File: config.mk
export PLATFORM = sky130hd
export DESIGN_NAME = linear_remap_with_wrap_unit
export DESIGN_NICKNAME = d
export VERILOG_FILES = /design/src/sv/lrw_pkg.sv /design/src/sv/lrw_linear.sv /design/src/sv/linear_remap_with_wrap_unit.sv
export SDC_FILE = /design/constraint.sdc
export NUM_CORES = 2
export LEC_CHECK = 0
export ABC_AREA = 1
export BUFFER_PORTS_ARGS = -buffer_cell sky130_fd_sc_hd__clkbuf_2
export CORE_MARGIN = 5
export CORE_UTILIZATION = 60
export DETAILED_ROUTE_END_ITERATION = 10
export PLACE_DENSITY = 0.83
export SLEW_MARGIN = 10
export SYNTH_ARGS = -nofsm -noshare
export SYNTH_HDL_FRONTEND = slang
export SYNTH_SLANG_ARGS = --single-unit
File: constraint.sdc
create_clock -name clk_i -period 7.6 [get_ports clk_i]
set_input_delay 2.28 -clock clk_i [delete_from_list [all_inputs] [get_ports clk_i]]
set_output_delay 2.28 -clock clk_i [all_outputs]
set_load 0.02 [all_outputs]
File: src/sv/lrw_pkg.sv
// ----------------------------------------------------------------------------
// lrw_pkg
// shared types and constants of the linear remap unit with range wrapping
// ----------------------------------------------------------------------------
package lrw_pkg;

  localparam int unsigned QW       = 17;  // unsigned q0.16 value, one bit of headroom
  localparam int unsigned CW       = 24;  // signed q8.16 coefficient
  localparam int unsigned TDATA_W  = 24;  // qw rounded up to whole bytes
  localparam int unsigned CFG_IDX_W = 3;
  localparam int unsigned CFG_DAT_W = 24;

  localparam logic [QW-1:0] ONE_Q16 = QW'(65536);

  // operating modes
  localparam logic [2:0] MODE_IDENTITY = 3'd0;
  localparam logic [2:0] MODE_UNDEF    = 3'd1;
  localparam logic [2:0] MODE_CLAMP    = 3'd2;
  localparam logic [2:0] MODE_WRAP     = 3'd3;
  localparam logic [2:0] MODE_FOLD     = 3'd4;

  // register indexes
  localparam logic [CFG_IDX_W-1:0] REG_MODE      = 3'd0;
  localparam logic [CFG_IDX_W-1:0] REG_COEF_A    = 3'd1;
  localparam logic [CFG_IDX_W-1:0] REG_OFFSET_B  = 3'd2;
  localparam logic [CFG_IDX_W-1:0] REG_RANGE_MIN = 3'd3;
  localparam logic [CFG_IDX_W-1:0] REG_RANGE_MAX = 3'd4;
  localparam logic [CFG_IDX_W-1:0] REG_SHRINK    = 3'd5;

  typedef struct packed {
    logic [2:0]           mode;
    logic signed [CW-1:0] coef_a;
    logic signed [CW-1:0] offset_b;
    logic [QW-1:0]        range_min;
    logic [QW-1:0]        range_max;
    logic                 shrink;
  } cfg_t;

  // clip a raw 17 bit word to 1.0
  function automatic logic [QW-1:0] sat_one(input logic [QW-1:0] v);
    sat_one = (v > ONE_Q16) ? ONE_Q16 : v;
  endfunction

endpackage

File: src/sv/lrw_linear.sv
// ----------------------------------------------------------------------------
// lrw_linear
// first two pipeline stages: slope product, then offset and range handling
// ----------------------------------------------------------------------------
module lrw_linear (
  input  logic                  clk_i,
  input  logic                  rst_ni,
  input  logic                  en_i,
  input  lrw_pkg::cfg_t         cfg_i,
  input  logic                  valid_i,
  input  logic [lrw_pkg::QW-1:0] progress_i,
  input  logic                  undef_i,
  output logic                  valid_o,
  output logic [lrw_pkg::QW-1:0] value_o,
  output logic                  undef_o
);
  import lrw_pkg::*;

  localparam int unsigned PW = CW + QW + 1;  // a * x product
  localparam int unsigned RW = PW - 16 + 1;  // floor(a*x) + b with carry

  // stage 1
  logic                 valid1_q;
  logic                 undef1_q;
  logic [QW-1:0]        x1_q;
  logic [QW-1:0]        x_sat;
  logic signed [PW-1:0] prod_d, prod_q;

  // stage 2
  logic                 valid2_q;
  logic                 undef2_d, undef2_q;
  logic [QW-1:0]        v2_d, v2_q;
  logic signed [RW-1:0] r;
  logic [15:0]          frac;
  logic                 in_range;

  assign x_sat  = sat_one(progress_i);
  // both operands signed, so they are sign extended to the product width
  assign prod_d = $signed(cfg_i.coef_a) * $signed({1'b0, x_sat});

  always_ff @(posedge clk_i or negedge rst_ni) begin
    if (!rst_ni) begin
      valid1_q <= 1'b0;
      valid2_q <= 1'b0;
    end else if (en_i) begin
      valid1_q <= valid_i;
      valid2_q <= valid1_q;
    end
  end

  always_ff @(posedge clk_i) begin
    if (en_i) begin
      undef1_q <= undef_i;
      x1_q     <= x_sat;
      prod_q   <= prod_d;
      undef2_q <= undef2_d;
      v2_q     <= v2_d;
    end
  end

  // truncating the low 16 bits is a floor toward minus infinity
  assign r = $signed({prod_q[PW-1], prod_q[PW-1:16]})
           + $signed({{(RW-CW){cfg_i.offset_b[CW-1]}}, cfg_i.offset_b});
  assign in_range = !r[RW-1] && (r[RW-2:0] <= (RW-1)'(ONE_Q16));
  assign frac     = r[15:0];

  always_comb begin
    undef2_d = undef1_q;
    v2_d     = '0;
    if (!undef1_q) begin
      if (cfg_i.mode == MODE_IDENTITY) begin
        v2_d = x1_q;
      end else if (in_range) begin
        v2_d = r[QW-1:0];
      end else begin
        unique case (cfg_i.mode)
          MODE_UNDEF: undef2_d = 1'b1;
          MODE_CLAMP: v2_d     = r[RW-1] ? '0 : ONE_Q16;
          MODE_WRAP:  v2_d     = {1'b0, frac};
          default: begin
            // fold: odd floor mirrors the fraction
            v2_d = r[16] ? (ONE_Q16 - {1'b0, frac}) : {1'b0, frac};
          end
        endcase
      end
    end
  end

  assign valid_o = valid2_q;
  assign value_o = v2_q;
  assign undef_o = undef2_q;

endmodule

File: src/sv/linear_remap_with_wrap_unit.sv
// ----------------------------------------------------------------------------
// linear_remap_with_wrap_unit
// progress remapper: a*x+b with out-of-range handling, then min/max stage
// ----------------------------------------------------------------------------
// channel   direction  payload
// s_axis    in         tdata: progress[16:0], tuser: progress_undefined
// m_axis    out        tdata: mapped[16:0],   tuser: mapped_undefined
// cfg       in         cfg_index_i selects register, cfg_data_i its value
//
// four register stages: slope product, offset and wrap/fold, span product,
// final add or clamp into the output register. one transaction is accepted
// every cycle while the pipe advances. all stages advance together; while the
// output register holds an untaken result the whole pipe holds and
// s_axis_tready is low. reset clears the valid bits and loads register defaults.
// ----------------------------------------------------------------------------
module linear_remap_with_wrap_unit (
  input  logic                           clk_i,
  input  logic                           rst_ni,
  // input stream
  input  logic                           s_axis_tvalid,
  output logic                           s_axis_tready,
  input  logic [lrw_pkg::TDATA_W-1:0]    s_axis_tdata,  // progress[16:0], zero pad
  input  logic                           s_axis_tuser,  // progress_undefined
  // output stream
  output logic                           m_axis_tvalid,
  input  logic                           m_axis_tready,
  output logic [lrw_pkg::TDATA_W-1:0]    m_axis_tdata,  // mapped[16:0], zero pad
  output logic                           m_axis_tuser,  // mapped_undefined
  // register writes
  input  logic                           cfg_valid_i,
  output logic                           cfg_ready_o,
  input  logic [lrw_pkg::CFG_IDX_W-1:0]  cfg_index_i,
  input  logic [lrw_pkg::CFG_DAT_W-1:0]  cfg_data_i
);
  import lrw_pkg::*;

  localparam int unsigned DW  = QW + 1;     // signed span max - min
  localparam int unsigned SPW = 2 * DW;     // span product
  localparam int unsigned SW  = SPW - 16;   // floored span product

  cfg_t cfg_q;

  logic          en;
  logic          valid2;
  logic [QW-1:0] v2;
  logic          undef2;

  // stage 3
  logic                  valid3_q;
  logic                  undef3_q;
  logic [QW-1:0]         v3_q;
  logic signed [DW-1:0]  diff;
  logic signed [SPW-1:0] sprod_d, sprod_q;

  // stage 4
  logic                  valid4_q;
  logic                  undef4_q;
  logic [QW-1:0]         mapped_d, mapped_q;
  logic signed [SW-1:0]  scaled;
  logic                  passthru;

  assign en            = !valid4_q || m_axis_tready;
  assign s_axis_tready = en;
  assign cfg_ready_o   = 1'b1;

  always_ff @(posedge clk_i or negedge rst_ni) begin
    if (!rst_ni) begin
      cfg_q.mode      <= MODE_IDENTITY;
      cfg_q.coef_a    <= CW'(65536);
      cfg_q.offset_b  <= '0;
      cfg_q.range_min <= '0;
      cfg_q.range_max <= ONE_Q16;
      cfg_q.shrink    <= 1'b0;
    end else if (cfg_valid_i) begin
      unique case (cfg_index_i)
        REG_MODE:      cfg_q.mode      <= cfg_data_i[2:0];
        REG_COEF_A:    cfg_q.coef_a    <= $signed(cfg_data_i[CW-1:0]);
        REG_OFFSET_B:  cfg_q.offset_b  <= $signed(cfg_data_i[CW-1:0]);
        REG_RANGE_MIN: cfg_q.range_min <= sat_one(cfg_data_i[QW-1:0]);
        REG_RANGE_MAX: cfg_q.range_max <= sat_one(cfg_data_i[QW-1:0]);
        REG_SHRINK:    cfg_q.shrink    <= cfg_data_i[0];
        default: ;
      endcase
    end
  end

  lrw_linear u_linear (
    .clk_i      (clk_i),
    .rst_ni     (rst_ni),
    .en_i       (en),
    .cfg_i      (cfg_q),
    .valid_i    (s_axis_tvalid),
    .progress_i (s_axis_tdata[QW-1:0]),
    .undef_i    (s_axis_tuser),
    .valid_o    (valid2),
    .value_o    (v2),
    .undef_o    (undef2)
  );

  assign diff    = $signed({1'b0, cfg_q.range_max}) - $signed({1'b0, cfg_q.range_min});
  assign sprod_d = diff * $signed({1'b0, v2});

  always_ff @(posedge clk_i or negedge rst_ni) begin
    if (!rst_ni) begin
      valid3_q <= 1'b0;
      valid4_q <= 1'b0;
    end else if (en) begin
      valid3_q <= valid2;
      valid4_q <= valid3_q;
    end
  end

  always_ff @(posedge clk_i) begin
    if (en) begin
      undef3_q <= undef2;
      v3_q     <= v2;
      sprod_q  <= sprod_d;
      undef4_q <= undef3_q;
      mapped_q <= mapped_d;
    end
  end

  assign passthru = (cfg_q.range_min == '0) && (cfg_q.range_max == ONE_Q16);
  assign scaled   = $signed(sprod_q[SPW-1:16])
                  + $signed({{(SW-QW){1'b0}}, cfg_q.range_min});

  always_comb begin
    mapped_d = v3_q;
    priority if (undef3_q) begin
      mapped_d = '0;
    end else if (passthru) begin
      mapped_d = v3_q;
    end else if (cfg_q.shrink) begin
      mapped_d = scaled[QW-1:0];
    end else if (v3_q < cfg_q.range_min) begin
      mapped_d = cfg_q.range_min;
    end else if (v3_q > cfg_q.range_max) begin
      mapped_d = cfg_q.range_max;
    end
  end

  assign m_axis_tvalid = valid4_q;
  assign m_axis_tdata  = {{(TDATA_W-QW){1'b0}}, mapped_q};
  assign m_axis_tuser  = undef4_q;

endmodule

**After elaboration in Yosys (flattened, before gate mapping)**

Cells that the tools add are included.

- Add/subtract/negate cells: 4
- Multipliers: 2
- Divide/modulo/power cells: 0
- $lt $le $gt $ge: 5
- Equal/unequal tests: 9
- Shift-type cells: 0
- Multiplexer cells: 14
- Bitwise operators: 0
- Reduce and logical (&&, ||, !) cells: 14

Operator list:

| operator | number |
|---|---|
| $mux 17 | 10 |
| $pmux 17 s3 | 1 |
| $mul 24x18->42 | 1 |
| $gt 17x17->1 const B | 2 |
| $mul 18x18->33 | 1 |
| $add 26x24->27 | 1 |
| $le 26x17->1 const B | 1 |
| $sub 17x17->18 | 1 |
| $add 17x17->17 | 1 |
| $eq 17x17->1 const B | 1 |
| $gt 17x17->1 | 1 |
| $logic_not 17->1 | 1 |
| $lt 17x17->1 | 1 |
| $sub 17x16->17 const A | 1 |
| $eq 3x2->1 const B | 4 |
| $reduce_and 2->1 | 6 |
| $eq 3x1->1 const B | 2 |
| $eq 3x3->1 const B | 2 |
| $logic_not 3->1 | 2 |
| $mux 1 | 3 |
| $logic_and 1x1->1 | 2 |
| $logic_not 1->1 | 2 |
| $logic_or 1x1->1 | 1 |

- Bits in registers: 237
- Latch bits: 0
- Memory bits (writable): 0
- Memory bits (read-only): 0
- Bits of input ports: 57
- Output and inout bits: 28
- Logic and storage cells: 68
- Memories kept: 0

**Longest topological paths before layout**

- Word-level depth: 6
- Depth in mapped cells: 39
- Gate-level depth less buffers: 38

**Cells and area by module**

Synthesis repeated with hierarchy kept, for this count alone.

- Cell total of the unflattened synthesis: 4,885
- Area, all modules: 38,780.9 µm²

By module, submodules not included:

| module | times used | cells each | area each (µm²) |
|---|---|---|---|
| lrw_linear | 1 | 2,479 | 19,429.9 |
| linear_remap_with_wrap_unit | 1 | 2,406 | 19,351.1 |

**Worst setup path before layout**

OpenSTA, ideal clock, no wires.

- Kind: input to register
- Start point: input s_axis_tdata[3] (netlist name)
- End point: register u_linear.prod_q[39], data pin
- Setup time: 266 ps
- Arrival: 8,345 ps
- Data required time: 7,334 ps
- Setup slack: -1,011 ps
- Cell stages on the path: 27
- Path buffers: 2
- Cells stage by stage: nor4_1 > nand4_1 > nand2_1 > clkbuf_1 > nand2_1 > clkbuf_1 > nor2_1 > inv_1 > fa_1 > fa_1 > inv_1 > fa_1 > fa_1 > fa_1 > inv_1 > fa_1 > inv_1 > ha_1 > nand2_1 > nor2_1 > inv_1 > nor3_1 > inv_1 > nor4_1 > nand3_1 > o2111ai_1 > xor2_1

- Longest elaborated chain between the ends: 3

RTL lines:

| item | line | RTL |
|---|---|---|
| start, declared | linear_remap_with_wrap_unit.sv:22 | `input logic [lrw_pkg::TDATA_W-1:0] s_axis_tdata,` |
| $gt 17x17->1 | lrw_pkg.sv:41 | `sat_one = (v > ONE_Q16) ? ONE_Q16 : v;` |
| $mux 17 * | lrw_pkg.sv:41 |  |
| $mul 24x18->42 * | lrw_linear.sv:39 | `assign prod_d = $signed(cfg_i.coef_a) * $signed({1'b0, x_sat});` |
| via u_linear.prod_d[39] | lrw_linear.sv:27 | `logic signed [PW-1:0] prod_d, prod_q;` |
| end signal, assigned | lrw_linear.sv:55 | `prod_q <= prod_d;` |
| end, declared | lrw_linear.sv:27 |  |

Mark *: on every way through the listed nets, which the timed path passes. The rest lies on a longest branch.
A chain may end at the register's enable or synchronous reset.

**Worst setup path after layout**

- Start point: input s_axis_tdata[12] (netlist name)
- End point: register u_linear.prod_q[39], data pin

The elaborated chain is that of the path after synthesis.

==> metrics.txt <==
Area Overhead vs Synth 16.6%; Via Count 33,300; # clock sinks slightly above 200; WHS Endpoint undef3_q; clock latency on the worst-skew pair 0.54 ns; Die ar. 68,600 µm²; Worst Path Arrival 8.48 ns; Fillers 4,585; CP peak stage delay between 0.6 and 0.7 ns; Synth area leader fa_1; outcome finished, violations left; most frequent cells after synthesis inv_1 (1,169), nand2_1 (920), fa_1 (687); relative slew slack a little over a quarter; R2R Setup Slk about 0.26 ns; final hold vios 0; Die W roughly 260 µm; Worst Reg-to-Reg Cells 30; unrepaired setup endpoints after global routing yes; failing checks setup timing; # H-tree levels 1; I/O pins 85; max frequency between 100 and 150 MHz; predominant post-synthesis flop cell edfxtp_1; number of buffers created by CTS 21; largest net degree at the start of global routing 75; starting density of the core between 60% and 70%; share of cells above drive strength 1 between 10% and 20%; asr flop ratio synth a little over two fifths; launching point of the worst reg2reg path cfg_q[5]; most used routing layer met2; Slew @ Worst Pin about 1.1 ns; drc violations 0; PnR worst setup slack -0.630 ns; Congestion Overflow GR 0; Initial DRT Pass Iterations 6; met2 GRT Util 57.8%; Setup Skew just under 0.04 ns; WL final ~120,000 µm; fin crit share 108%; total number of yosys warnings 0; share of the synthesized area in the top cell type a little over a third; largest fanout on the critical path 7; Clock Tree Buf Depth 3; port bufs about 70; Final ANT Viol Nets 0; Die H roughly 260 µm; Syn Std Cell Area approximately 38,000 µm²; HP Start u_linear.undef_o; met1 track demand over resource ~40%; Final Max Tran Viols 0; count of cell types in the netlist 53; synthesized area per cell ~8.0 µm²; CP Capture Type register; 1st-iter DRT viols 2,708; Global Route Usage Sum 33.4%; initial antenna violation count 1; Reg clk slew, reported paths 0.07 ns; max-cap violations 0; Final Wtd Congestion ~1; Synth Register Bits 205; antenna cells 0; num rows around 90; EDFF count, synth between 100 and 150; Worst Path Required ~7.9 ns; fin crit period 8.23 ns; Via density approximately 5.6; hold crit path type register to register; most frequent cell after synthesis inv_1; Layout Nets 6,138; RR Endpoint sprod_q[30]; Hold Crit Depth 0; Hold WS 0.414 ns; Seq/Total Area, Yosys between 10 and 15%; vias in the first global route between 30,000 and 40,000; TritonCTS clock tree built; setup violators final 23; DP HPWL slightly above 90,000 µm; Synth area leaders fa_1 (36%), inv_1 (12%), edfxtp_1 (9.1%); first-pass GRT wire length roughly 180,000 µm; wire length per cell just under 20 µm; root buf cell clkbuf_16; met3 Use GR ~5%; Syn Inst Count roughly 4,700; CP startpoint kind input port; crit path kind input port to register; Slowest-stage cell, CP fa_2; CORE AREA between 60,000 and 70,000 µm²
## stage by stage
stage	util, %	cell area [µm²]	setup slack [ns]	TNS [ns]	std cells
floorplan	-	38600	-0.377	-3.83	4754
global placement	66.8	42100	-1.06	-20.62	5891
detailed placement	66.8	42100	-1.23	-24.86	5891
CTS	69.3	43700	-0.460	-6.25	5963
global route	70.5	44400	-0.807	-13.83	5982
finish	70.5	44400	-0.630	-9.26	5982
## area by class of cell
| cell class | count | area (µm²) | share of cell area [%] |
|---|---|---|---|
| Sequential cell | 205 | 5710 | 12.9 |
| Clock buffer | 29 | 602 | 1.36 |
| Clock inverter | 9 | 62.6 | 0.141 |
| Timing Repair Buffer | 479 | 3730 | 8.40 |
| Inverter | 1209 | 4600 | 10.4 |
| Tap cell | 846 | 1060 | 2.38 |
| Multi-Input combinational cell | 3205 | 28600 | 64.5 |
## registers in the layout, indices dropped and copies added, names as in the netlist
| register | flops |
|---|---|
| cfg_q | 86 |
| u_linear.prod_q | 26 |
| mapped_q | 17 |
| sprod_q | 17 |
| u_linear.value_o | 17 |
| u_linear.x1_q | 17 |
| v3_q | 17 |
| m_axis_tuser | 1 |
| m_axis_tvalid | 1 |
| u_linear.undef1_q | 1 |
| u_linear.undef_o | 1 |
| u_linear.valid1_q | 1 |
| u_linear.valid_o | 1 |
| undef3_q | 1 |
| valid3_q | 1 |
## timing repair
item	CTS	global route
buffers inserted	34	21
resized for setup	166	166
hold buffers	0	0
endpoints found under the setup margin	35	41
pin swaps	92	111
## worst max-delay path, delay by kind of cell
family                   cells  cell delay (ns)
AND/OR/NAND/NOR             10             1.64
buffers and inverters       10             0.91
AO/OA/AOI/OAI                1             0.14
XOR/XNOR                     1             0.10
adder cells (fa/ha/maj)      7             3.43
## per-layer routing
metal	share of wire, %	wire (µm)
met1	34	39800
met3	8.1	9370
met2	49	56900
met5	0.011	13
met4	8.1	9370
## layout by cell type, fill, tap and decap left out, types with 6 or more instances in the layout
cell type | netlist | routed
a21o_1 | 7 | 7
a21oi_1 | 177 | 146
a21oi_2 | 1 | 26
a21oi_4 | 0 | 6
a31oi_1 | 19 | 13
buf_12 | 0 | 10
buf_4 | 9 | 373
buf_6 | 1 | 24
buf_8 | 0 | 9
clkbuf_16 | 0 | 23
clkbuf_2 | 0 | 62
clkinv_1 | 30 | 27
conb_1 | 2 | 8
dfrtp_1 | 88 | 87
edfxtp_1 | 115 | 115
fa_1 | 687 | 662
fa_2 | 0 | 25
ha_1 | 273 | 243
ha_4 | 0 | 27
inv_1 | 1169 | 1123
inv_2 | 10 | 46
nand2_1 | 920 | 875
nand2_2 | 14 | 41
nand2_4 | 0 | 15
nand3_1 | 97 | 95
nand3b_1 | 11 | 11
nand4_1 | 35 | 35
nor2_1 | 534 | 490
nor2_2 | 4 | 30
nor2_4 | 2 | 20
nor3_1 | 29 | 26
nor4_1 | 10 | 6
o211ai_1 | 26 | 26
o21ai_0 | 198 | 177
o21ai_1 | 4 | 11
o21ai_2 | 0 | 13
o31ai_1 | 10 | 9
or2_2 | 8 | 8
xnor2_1 | 32 | 31
xor2_1 | 62 | 58
## cell families after synthesis
family / count (synthesis) / synth area share [%]
simple gates: 1671 / 17.6
compound gates: 472 / 6.77
flops: 205 / 15.0
buf+inv: 1344 / 13.4
other cells: 2 / 0.0197
xor+xnor: 94 / 2.16
fa+ha+maj: 960 / 45.1
## how the worst max path moves through the flow
stage                                 from  depth (start not counted)                   to  slack [ns]
after global placement    s_axis_tdata[12]                         29  u_linear.prod_q[41]       -1.06
after detailed placement  s_axis_tdata[12]                         25  u_linear.prod_q[39]       -1.23
after global routing      s_axis_tdata[12]                         29  u_linear.prod_q[39]       -0.81
after floorplan           s_axis_tdata[10]                         25  u_linear.prod_q[39]       -0.38
final                     s_axis_tdata[12]                         29  u_linear.prod_q[39]       -0.63
after CTS                 s_axis_tdata[15]                         27  u_linear.prod_q[39]       -0.46
Power is not shown: default switching activity piles up to over one toggle a cycle in this logic, so the estimate is an artifact.
